### src/rtl/core/psw_pkg.sv
// ----------------------------------------------------------------------------
// psw_pkg
// shared constants and types of the priority schedule wait time unit
// ----------------------------------------------------------------------------
`default_nettype none
package psw_pkg;
  localparam int MAX_PROCS_DEF = 32;
  localparam int BURST_W = 16;
  localparam int PRIO_W  = 8;
  localparam int ID_W    = 6;
  localparam int TIME_W  = 21;

  // command word from controller to datapath
  typedef struct packed {
    logic load;       // store the input word at the fill count
    logic sel_init;   // best = i, j = i + 1
    logic sel_step;   // compare entry j against best, advance j
    logic swap;       // exchange entries i and best, advance i
    logic out_init;   // clear running sums, k = 0
    logic out_step;   // emit result k, advance k
    logic div_init;   // start the averaging division
    logic div_step;   // one quotient bit
    logic finish;     // clear batch state
  } psw_cmd_t;

  // status word from datapath to controller
  typedef struct packed {
    logic empty;      // no process stored
    logic sel_done;   // j reached count
    logic sort_done;  // i reached count
    logic out_last;   // k is the last entry
    logic div_done;   // all quotient bits done
  } psw_sts_t;
endpackage
`default_nettype wire

### src/rtl/core/psw_ctrl.sv
// ----------------------------------------------------------------------------
// psw_ctrl
// sequencer: load, selection sort, result emission, averaging division
// ----------------------------------------------------------------------------
`default_nettype none
module psw_ctrl (
  input  wire logic              clk,
  input  wire logic              rst_n,
  input  wire logic              start,
  input  wire logic              in_last_process,
  input  wire psw_pkg::psw_sts_t sts,
  output logic                   busy,
  output psw_pkg::psw_cmd_t      cmd
);
  typedef enum logic [6:0] {
    S_IDLE = 7'b0000001,
    S_SINI = 7'b0000010,
    S_SCAN = 7'b0000100,
    S_SWAP = 7'b0001000,
    S_EMIT = 7'b0010000,
    S_DIV  = 7'b0100000,
    S_LAST = 7'b1000000
  } state_t;

  state_t state_r, state_nxt;

  // state register
  always_ff @(posedge clk) begin
    if (!rst_n) state_r <= S_IDLE;
    else        state_r <= state_nxt;
  end

  // next state and commands
  always_comb begin
    state_nxt = state_r;
    cmd = '0;
    busy = (state_r != S_IDLE);
    unique case (state_r)
      S_IDLE: begin
        if (start) begin
          cmd.load = 1'b1;
          if (in_last_process) state_nxt = S_SINI;
        end
      end
      S_SINI: begin
        if (sts.empty) begin
          cmd.finish = 1'b1;
          state_nxt = S_IDLE;
        end else if (sts.sort_done) begin
          cmd.out_init = 1'b1;
          state_nxt = S_EMIT;
        end else begin
          cmd.sel_init = 1'b1;
          state_nxt = S_SCAN;
        end
      end
      S_SCAN: begin
        if (sts.sel_done) state_nxt = S_SWAP;
        else cmd.sel_step = 1'b1;
      end
      S_SWAP: begin
        cmd.swap = 1'b1;
        state_nxt = S_SINI;
      end
      S_EMIT: begin
        if (sts.out_last) begin
          cmd.div_init = 1'b1;
          state_nxt = S_DIV;
        end else begin
          cmd.out_step = 1'b1;
        end
      end
      S_DIV: begin
        if (sts.div_done) state_nxt = S_LAST;
        else cmd.div_step = 1'b1;
      end
      S_LAST: begin
        cmd.out_step = 1'b1;
        cmd.finish = 1'b1;
        state_nxt = S_IDLE;
      end
      default: state_nxt = S_IDLE;
    endcase
  end
endmodule
`default_nettype wire

### src/rtl/core/psw_dp.sv
// ----------------------------------------------------------------------------
// psw_dp
// process store, sort indexes, running sums and restoring divider
// ----------------------------------------------------------------------------
`default_nettype none
module psw_dp #(
  parameter int MAX_PROCS = psw_pkg::MAX_PROCS_DEF
) (
  input  wire logic                         clk,
  input  wire logic                         rst_n,
  input  wire psw_pkg::psw_cmd_t            cmd,
  input  wire logic [psw_pkg::BURST_W-1:0]  in_burst_time,
  input  wire logic [psw_pkg::PRIO_W-1:0]   in_priority_req,
  output psw_pkg::psw_sts_t                 sts,
  output logic                              out_valid,
  output logic [psw_pkg::ID_W-1:0]          out_process_id,
  output logic [psw_pkg::BURST_W-1:0]       out_burst_out,
  output logic [psw_pkg::TIME_W-1:0]        out_wait_time,
  output logic [psw_pkg::TIME_W-1:0]        out_turnaround_time,
  output logic [psw_pkg::TIME_W-1:0]        out_avg_wait,
  output logic [psw_pkg::TIME_W-1:0]        out_avg_turnaround,
  output logic                              out_overflow,
  output logic                              out_last_result
);
  localparam int IW = (MAX_PROCS > 1) ? $clog2(MAX_PROCS) : 1;
  localparam int CW = $clog2(MAX_PROCS + 1);
  localparam int BW = psw_pkg::BURST_W;
  localparam int PW = psw_pkg::PRIO_W;
  localparam int DW = psw_pkg::ID_W;
  localparam int TW = psw_pkg::TIME_W;
  // running wait holds the full sum of bursts, never less than the field
  localparam int WW = (BW + CW > TW) ? BW + CW : TW;
  localparam int SW = WW + CW;                 // sum width
  localparam int DCW = $clog2(SW + 1);         // divider step counter width

  // entries are small register arrays read at a few control-chosen indexes
  logic [BW-1:0] burst_r [MAX_PROCS];
  logic [PW-1:0] prio_r  [MAX_PROCS];
  logic [DW-1:0] id_r    [MAX_PROCS];
  logic [CW-1:0] count_r, i_r, j_r, best_r, k_r;
  logic [DCW-1:0] dcnt_r;
  logic          ovf_r;
  logic [WW-1:0] wait_r;
  logic [SW-1:0] swait_r, stat_r;
  logic [SW-1:0] qw_r, qt_r, rw_r, rt_r;

  logic [IW-1:0] ii, ij, ib, ik, ic;
  assign ii = i_r[IW-1:0];
  assign ij = j_r[IW-1:0];
  assign ib = best_r[IW-1:0];
  assign ik = k_r[IW-1:0];
  assign ic = count_r[IW-1:0];

  logic [WW-1:0] tat;
  assign tat = wait_r + WW'(burst_r[ik]);

  // status
  assign sts.empty     = (count_r == '0);
  assign sts.sel_done  = (j_r >= count_r);
  assign sts.sort_done = (i_r >= count_r);
  assign sts.out_last  = (k_r == count_r - CW'(1));
  assign sts.div_done  = (dcnt_r == '0);

  // restoring division, one quotient bit per cycle for both sums
  logic [SW-1:0] rw_sh, rt_sh;
  assign rw_sh = {rw_r[SW-2:0], qw_r[SW-1]};
  assign rt_sh = {rt_r[SW-2:0], qt_r[SW-1]};

  // store writes at the fill count, swaps at i and best
  always_ff @(posedge clk) begin
    if (cmd.load && count_r < CW'(MAX_PROCS)) begin
      burst_r[ic] <= in_burst_time;
      prio_r[ic]  <= in_priority_req;
      id_r[ic]    <= DW'(count_r + CW'(1));
    end
    if (cmd.swap) begin
      burst_r[ii] <= burst_r[ib];  burst_r[ib] <= burst_r[ii];
      prio_r[ii]  <= prio_r[ib];   prio_r[ib]  <= prio_r[ii];
      id_r[ii]    <= id_r[ib];     id_r[ib]    <= id_r[ii];
    end
  end

  // control counters, i stays at zero until the sort runs
  always_ff @(posedge clk) begin
    if (!rst_n) begin
      count_r <= '0; ovf_r <= 1'b0; i_r <= '0; k_r <= '0; dcnt_r <= '0;
    end else begin
      if (cmd.load) begin
        if (count_r < CW'(MAX_PROCS)) count_r <= count_r + CW'(1);
        else ovf_r <= 1'b1;
      end
      if (cmd.swap) i_r <= i_r + CW'(1);
      if (cmd.out_init) k_r <= '0;
      if (cmd.out_step) k_r <= k_r + CW'(1);
      if (cmd.div_init) dcnt_r <= DCW'(SW);
      if (cmd.div_step) dcnt_r <= dcnt_r - DCW'(1);
      if (cmd.finish) begin
        count_r <= '0; ovf_r <= 1'b0; i_r <= '0;
      end
    end
  end

  // sort scan registers
  always_ff @(posedge clk) begin
    if (cmd.sel_init) begin
      best_r <= i_r;
      j_r <= i_r + CW'(1);
    end
    if (cmd.sel_step) begin
      if (prio_r[ij] < prio_r[ib]) best_r <= j_r;
      j_r <= j_r + CW'(1);
    end
  end

  // sweep: wait sums and division
  always_ff @(posedge clk) begin
    if (cmd.out_init) begin
      wait_r <= '0; swait_r <= '0; stat_r <= '0;
    end
    if (cmd.out_step) begin
      wait_r  <= tat;
      swait_r <= swait_r + SW'(wait_r);
      stat_r  <= stat_r + SW'(tat);
    end
    if (cmd.div_init) begin
      qw_r <= swait_r + SW'(wait_r);
      qt_r <= stat_r + SW'(tat);
      rw_r <= '0; rt_r <= '0;
    end
    if (cmd.div_step) begin
      if (rw_sh >= SW'(count_r)) begin
        rw_r <= rw_sh - SW'(count_r); qw_r <= {qw_r[SW-2:0], 1'b1};
      end else begin
        rw_r <= rw_sh; qw_r <= {qw_r[SW-2:0], 1'b0};
      end
      if (rt_sh >= SW'(count_r)) begin
        rt_r <= rt_sh - SW'(count_r); qt_r <= {qt_r[SW-2:0], 1'b1};
      end else begin
        rt_r <= rt_sh; qt_r <= {qt_r[SW-2:0], 1'b0};
      end
    end
  end

  // result outputs, combinational from the sweep index
  assign out_valid           = cmd.out_step;
  assign out_process_id      = id_r[ik];
  assign out_burst_out       = burst_r[ik];
  assign out_wait_time       = wait_r[TW-1:0];
  assign out_turnaround_time = tat[TW-1:0];
  assign out_last_result     = cmd.finish && !sts.empty;
  assign out_avg_wait        = out_last_result ? qw_r[TW-1:0] : '0;
  assign out_avg_turnaround  = out_last_result ? qt_r[TW-1:0] : '0;
  assign out_overflow        = ovf_r;
endmodule
`default_nettype wire

### src/rtl/core/priority_schedule_wait_times_unit.sv
// ----------------------------------------------------------------------------
// priority_schedule_wait_times_unit
// non-preemptive priority scheduler with waiting and turnaround times
// ----------------------------------------------------------------------------
// A process word is taken on start while busy is low. On a word marked
// last the block raises busy and selection-sorts the batch of n processes
// (for each position a setup, one compare per cycle and a swap), then
// emits one result per cycle on out_valid; before the final result a
// restoring divider works out both averages side by side, 28 quotient
// bits each. The receiver cannot stall: each result is shown for exactly
// one cycle.
`default_nettype none
module priority_schedule_wait_times_unit #(
  parameter int MAX_PROCS = psw_pkg::MAX_PROCS_DEF
) (
  input  wire logic                         clk,
  input  wire logic                         rst_n,
  input  wire logic                         start,
  output logic                              busy,
  input  wire logic [psw_pkg::BURST_W-1:0]  in_burst_time,
  input  wire logic [psw_pkg::PRIO_W-1:0]   in_priority_req,
  input  wire logic                         in_last_process,
  output logic                              out_valid,
  output logic [psw_pkg::ID_W-1:0]          out_process_id,
  output logic [psw_pkg::BURST_W-1:0]       out_burst_out,
  output logic [psw_pkg::TIME_W-1:0]        out_wait_time,
  output logic [psw_pkg::TIME_W-1:0]        out_turnaround_time,
  output logic [psw_pkg::TIME_W-1:0]        out_avg_wait,
  output logic [psw_pkg::TIME_W-1:0]        out_avg_turnaround,
  output logic                              out_overflow,
  output logic                              out_last_result
);
  psw_pkg::psw_cmd_t cmd;
  psw_pkg::psw_sts_t sts;

  psw_ctrl u_ctrl (
    .clk, .rst_n, .start, .in_last_process, .sts, .busy, .cmd
  );

  psw_dp #(.MAX_PROCS(MAX_PROCS)) u_dp (
    .clk, .rst_n, .cmd, .in_burst_time, .in_priority_req, .sts,
    .out_valid, .out_process_id, .out_burst_out, .out_wait_time,
    .out_turnaround_time, .out_avg_wait, .out_avg_turnaround,
    .out_overflow, .out_last_result
  );
endmodule
`default_nettype wire

### config.mk
export PLATFORM = sky130hd
export DESIGN_NAME = priority_schedule_wait_times_unit
export DESIGN_NICKNAME = d
export VERILOG_FILES = /design/src/rtl/core/psw_pkg.sv /design/src/rtl/core/psw_ctrl.sv /design/src/rtl/core/psw_dp.sv /design/src/rtl/core/priority_schedule_wait_times_unit.sv
export SDC_FILE = /design/constraint.sdc
export NUM_CORES = 2
export LEC_CHECK = 0
export ABC_CLOCK_PERIOD_IN_PS = 19290
export BUFFER_PORTS_ARGS = -buffer_cell sky130_fd_sc_hd__buf_2
export CAP_MARGIN = 15
export CORE_MARGIN = 2
export CORE_UTILIZATION = 55
export DETAILED_ROUTE_END_ITERATION = 10
export HOLD_SLACK_MARGIN = 0.06
export MAX_ROUTING_LAYER = met4
export PLACE_DENSITY = 0.78
export SYNTH_ARGS = -nofsm -noshare
export SYNTH_HDL_FRONTEND = slang
export SYNTH_SLANG_ARGS = --single-unit
### constraint.sdc
create_clock -name clk -period 19.29 [get_ports clk]
set_input_delay 1.929 -clock clk [delete_from_list [all_inputs] [get_ports clk]]
set_output_delay 1.929 -clock clk [all_outputs]
set_load 0.01 [all_outputs]
* After elaboration in Yosys (flattened, before gate mapping) *
Memory sizes are Yosys's and may differ from the RTL's. A register that Yosys moved wholly into a read port is not among the register bits.
Index checks and enable logic that the tools add are counted.

storage, ports and cells
  register bits = 231
  memory bits (writable) = 960
  bits of input ports = 28
  output and inout port bits = 110
  logic and storage cells = 144
  memories = 3

memories
  memory        depth  bits a word  read ports  clocked after memory_dff  write ports  RTL line      RTL
  u_dp.burst_r  32     16           3           3                         2            psw_dp.sv:37  logic [BW-1:0] burst_r [MAX_PROCS];
  u_dp.prio_r   32     8            3           3                         2            psw_dp.sv:38  logic [PW-1:0] prio_r [MAX_PROCS];
  u_dp.id_r     32     6            3           3                         2            psw_dp.sv:39  logic [DW-1:0] id_r [MAX_PROCS];

cells by class
  add/subtract/negate cells = 11
  magnitude comparators = 6
  eq/ne operators = 14
  muxes and demuxes = 78
  bitwise gates (word level) = 2
  reductions and logical operators = 15

operators by type and width
  kind                   count
  $mux W28               7
  $mux W27               5
  $mux W5                18
  $add A28 B22 Y28       2
  $ge A28 B6 Y1          2
  $sub A27 B6 Y27        2
  $mux W6                8
  $mux W22               2
  $mux W21               2
  $pmux W7 S6            1
  $mux W7                5
  $mux W1                26
  $add A6 B1 Y6 const B  4
  $add A22 B16 Y22       1
  $mux W16               1
  $reduce_or A16 Y1      1
  $ge A6 B6 Y1           2
  $ne A2 B2 Y1 const B   5
  $lt A8 B8 Y1           1
  $mux W8                1
  $reduce_or A8 Y1       1
  $eq A7 B1 Y1 const B   1
  $eq A7 B2 Y1 const B   1
  $eq A7 B3 Y1 const B   1
  20 further kinds       26

* Logic depth before layout (Yosys ltp) *
  word-level depth = 8
  depth in mapped cells = 24
  mapped depth without buffers = 21

* Cells and area by module *
A second synthesis with hierarchy kept.

second synthesis, totals
  cell total of the unflattened synthesis = 8512
  area total of the unflattened synthesis = 86714.4 um^2

by module, submodules not included
  module    instances  cells each  area an instance (um^2)
  psw_dp    1          8442        86137.6
  psw_ctrl  1          70          576.8

* Worst setup path after synthesis *
OpenSTA, ideal clock, no wires.

  kind = register -> register
  from = reg with a tool-made name
  to = reg u_dp.qt_r[24], data pin
  setup time = 0.267 ns
  arrival = 6.225 ns
  setup slack = 12.798 ns
  stages on the path, launching flop included = 24
  path buffers = 3
  clock period less this slack = 6.492 ns
  cell sequence = dfxtp_1 > clkbuf_1 > buf_2 > buf_1 > mux4_2 > mux4_2 > mux2_2 > ha_1 > fa_1 > a211oi_1 > o21bai_1 > nand3_1 > a31oi_1 > o21a_1 > o211ai_1 > xnor2_1 > ha_1 > a21o_1 > a21oi_1 > a21boi_0 > a2111oi_0 > nor3_1 > xnor2_1 > a21oi_1

RTL lines
  item                  RTL line       RTL
  end signal, assigned  psw_dp.sv:127  qt_r <= stat_r + SW'(tat);
  end signal, assigned  psw_dp.sv:137  rt_r <= rt_sh - SW'(count_r); qt_r <= {qt_r[SW-2:0], 1'b1};
  end signal, assigned  psw_dp.sv:139  rt_r <= rt_sh; qt_r <= {qt_r[SW-2:0], 1'b0};
  end, declared         psw_dp.sv:45   logic [SW-1:0] qw_r, qt_r, rw_r, rt_r;

==> flow_metrics.tcl <==
set metrics [dict create \
    internal_power_mw 4.62 \
    maxClockFrequency_ghz 0.111 \
    worstHoldEndpoint "u_dp.dcnt_r[4]" \
    wirelength_mm 271 \
    drt-pass1-iter-count 9 \
    synthCells 6303 \
    clkSinkCount 1205 \
    grtUsageMet1_pct 45.4 \
    instances_no_fill 8046 \
    ioPinCount 138 \
    grt_pass1_vias 57700 \
    status "completed" \
    fin_total_pwr_mw 6.43 \
    start_util_pct 55.4 \
    ys_top_cells_by_area "edfxtp_1 45%, mux4_2 25%, nand2_1 5.6%" \
    final_antenna_net_count 0 \
    r2r_slack_ps 10670 \
    critPathTopFamily "buffers and inverters" \
    peakVddDrop_mv 0.0977 \
    fp.dieH_um 379 \
    rr_worst_depth 21 \
    skew_ps 30.4 \
    cpPeakStageDelay_ps 920 \
    timing.rr.end "u_dp.qt_r[24]" \
    cts_root_buffer "clkbuf_16" \
    met3_usage_pct 16.4 \
    cp_data_arrival_time_ps 7100 \
    hpwl_mm 156 \
    grt_max_degree 161 \
    leakage_nw 24.7 \
    vias_per_cell 7.49 \
    fin_nets 6184 \
    switching_share_pct 28.1 \
    min_path_cells 2 \
    cp.required_ps 17360 \
    synthesis.area_sq_um 77500 \
    drive_gt1_share_pct 25.5 \
    p_per_area_nw_per_um2 77.2 \
    area_delta_synth_final_pct 7.47 \
    fill_cells 10300 \
    track_usage_pct 38.7 \
    holdWs_ps 487 \
    insertion_delay_ps 780 \
    p_comb_share_pct 16.3 \
    pwr-share-clk_pct 37.7 \
    drc 0 \
    relSlewSlack_pct 6.83 \
    clockBufferDepth 3 \
    rsz0062_at_grt "false" \
    place.gp.congestion 0.970 \
    clk_pin_slew_ps 60 \
    wire_per_inst_um 33.7 \
    critPathKind "register to output pin" \
    yosysUniqueCellTypes 84 \
    slowest_stage "dfxtp_4" \
    path_buf_inv 3 \
    io_buffers 137 \
    yosysWarningCount 0 \
    pwr-share-seq_pct 45.9 \
    yosysTopAreaCell "edfxtp_1" \
    avgSynthCellArea_sq_um 12.3 \
    cts_buffers 133 \
    hold_buffers 0 \
    async_flop_share_pct 0 \
    hold_viol 0 \
    grt_util_met2_pct 53.9 \
    setup_slack_ps 10260 \
    antenna_found_initial 10 \
    die_x_um 379 \
    cp_cell_sequence "buf_4 -> buf_4 -> mux4_2 -> mux4_2 -> mux2_2 -> ha_1 -> o21ai_0 -> o21bai_1 -> o221ai_1 -> a31oi_1 -> a31oi_1 -> or2_2 -> xnor2_1 -> buf_2" \
    ys_ff_latch 1205 \
    core_sq_um 140000 \
    post_cts_buffers 0 \
    syn-num-nets 6434 \
    finalCriticalPeriod_ps 9030 \
    rows 137 \
    dpl_worst_slack_ps 10770 \
    worstMarginPinSlew_ps 1390 \
    finalSetupTns_ps 0 \
    slew_viol_final 0 \
    endpoint_kind "output pin" \
    htreeDepth 4 \
    ys_seq_area_share_pct 46.1 \
    cts_tree "built" \
    cts-resized-gates 0 \
    synth_edf_count 1154 \
    synth_top_flop_cell "edfxtp_1" \
    vias 60300 \
    maxCapViolations 0 \
    drtIter0Drc 11700 \
    grt_pass1_wl_mm 389 \
    power_switching_mw 1.80 \
    min_from "u_dp.dcnt_r[4]" \
    grt_busiest_layer "met2" \
    yosys.area.top_type_share_pct 44.7 \
    fin_crit_sh_pct 46.8 \
    grt-ovfl-total 0 \
    setup_viol 0 \
    hp-class "register to register" \
    cp-start-kind "register" \
    critical_path.max_fanout 39 \
    synthTopCellsByCount "1158 x nand2_1, 1154 x edfxtp_1, 845 x mux4_2, 789 x o21ai_1, 321 x clkbuf_1" \
    dieArea_sq_um 144000 \
    place_inst 7793 \
    yosysMostFrequentCell "nand2_1" \
]
[placed cells by master, fill, tap and decap left out, drive strengths merged, types with 10 or more instances in the layout]
| master | n |
|---|---|
| nand2 | 1158 |
| edfxtp | 1154 |
| o21ai | 1083 |
| mux4 | 845 |
| buf | 287 |
| nor2 | 253 |
| clkbuf | 169 |
| a21oi | 109 |
| ha | 98 |
| xnor2 | 86 |
| mux2 | 72 |
| and2 | 65 |
| mux2i | 63 |
| inv | 61 |
| xor2 | 52 |
| nor3 | 52 |
| dfxtp | 51 |
| clkinv | 49 |
| nand3 | 44 |
| nor2b | 35 |
| or3 | 27 |
| a22oi | 27 |
| nor4 | 24 |
| diode | 21 |
| and3 | 20 |
| o21a | 19 |
| a31oi | 19 |
| nand2b | 18 |
| o221ai | 18 |
| a211oi | 15 |
| or2 | 15 |
| a221oi | 15 |
| o21bai | 14 |
| a21boi | 14 |
| a22o | 13 |
| a21o | 10 |
[layer usage]
metal	vias to the layer above	wire, um
met4	0	23800
met1	28600	83100
met3	1673	49300
met5	-	0
met2	6188	115000
li1	23800	-
[registers in the layout (all words and copies together), names as in the netlist, named ones only]
| name | flops |
|---|---|
| u_ctrl.state_r | 7 |
| u_dp.best_r | 5 |
| u_dp.burst_r | 512 |
| u_dp.count_r | 6 |
| u_dp.dcnt_r | 5 |
| u_dp.i_r | 6 |
| u_dp.id_r | 192 |
| u_dp.j_r | 6 |
| u_dp.k_r | 6 |
| u_dp.out_overflow | 1 |
| u_dp.prio_r | 256 |
| u_dp.qt_r | 28 |
| u_dp.qw_r | 28 |
| u_dp.rt_r | 27 |
| u_dp.rw_r | 27 |
| u_dp.stat_r | 28 |
| u_dp.swait_r | 28 |
| u_dp.wait_r | 22 |
[kinds of logic (layout without fill, tap and decap cells)]
group	Yosys count	count (layout)	synth area share (%)
compound gates	1401	1401	10.1
xor+xnor	138	138	1.56
fa+ha+maj	103	103	1.71
buf+inv	730	576	4.55
flops	1205	1205	46.1
mux	980	980	26.5
other cells	0	21	0
simple gates	1746	1746	9.52
[power by group through the flow]
| stage | Sequential, mW | Clock, mW | Combinational (mW) |
|---|---|---|---|
| 4_1_cts | 2.95 | 2.41 | 1.01 |
| 5_1_grt | 2.95 | 2.51 | 1.11 |
| 6_report | 2.95 | 2.42 | 1.05 |
| 3_3_place_gp | 3.00 | 0 | 0.978 |
| 3_5_place_dp | 3.00 | 0 | 1.00 |
| 2_1_floorplan | 2.99 | 0 | 0.728 |
[how the worst max path moves through the flow]
stage,from,endpoint,slack [ps],depth (start not counted)
final,register,out_turnaround_time[19],10260,14
after global routing,register,out_turnaround_time[19],9840,14
after CTS,register,out_turnaround_time[19],10230,14
after detailed placement,register,u_dp.qt_r[24],10770,21
after global placement,register,u_dp.stat_r[26],10820,20
after floorplan,register,u_dp.qt_r[24],12800,23
[final cells by class]
cell class	count	area (sq um)	area share (%)
Clock buffer	169	3550	4.26
Timing Repair Buffer	287	1870	2.25
Clock inverter	62	415	0.499
Multi-Input combinational cell	4368	39100	46.9
Sequential cell	1205	35700	42.9
Antenna cell	21	52.6	0.0631
Tap cell	1876	2350	2.82
Inverter	58	219	0.263
[per-stage QoR]
step                      cell area, sq um  util, %
final                                83200     59.6
after detailed placement             79200     56.7
after global routing                 83200     59.6
after CTS                            83200     59.5
after global placement               79200     56.7
after floorplan                      77500        -
[worst min-delay path, delay by kind of cell (launching register included)]
family,cells,cell delay (ps)
AO/OA/AOI/OAI,2,130
flip-flops,1,300
(Power assumes the default switching activity.)
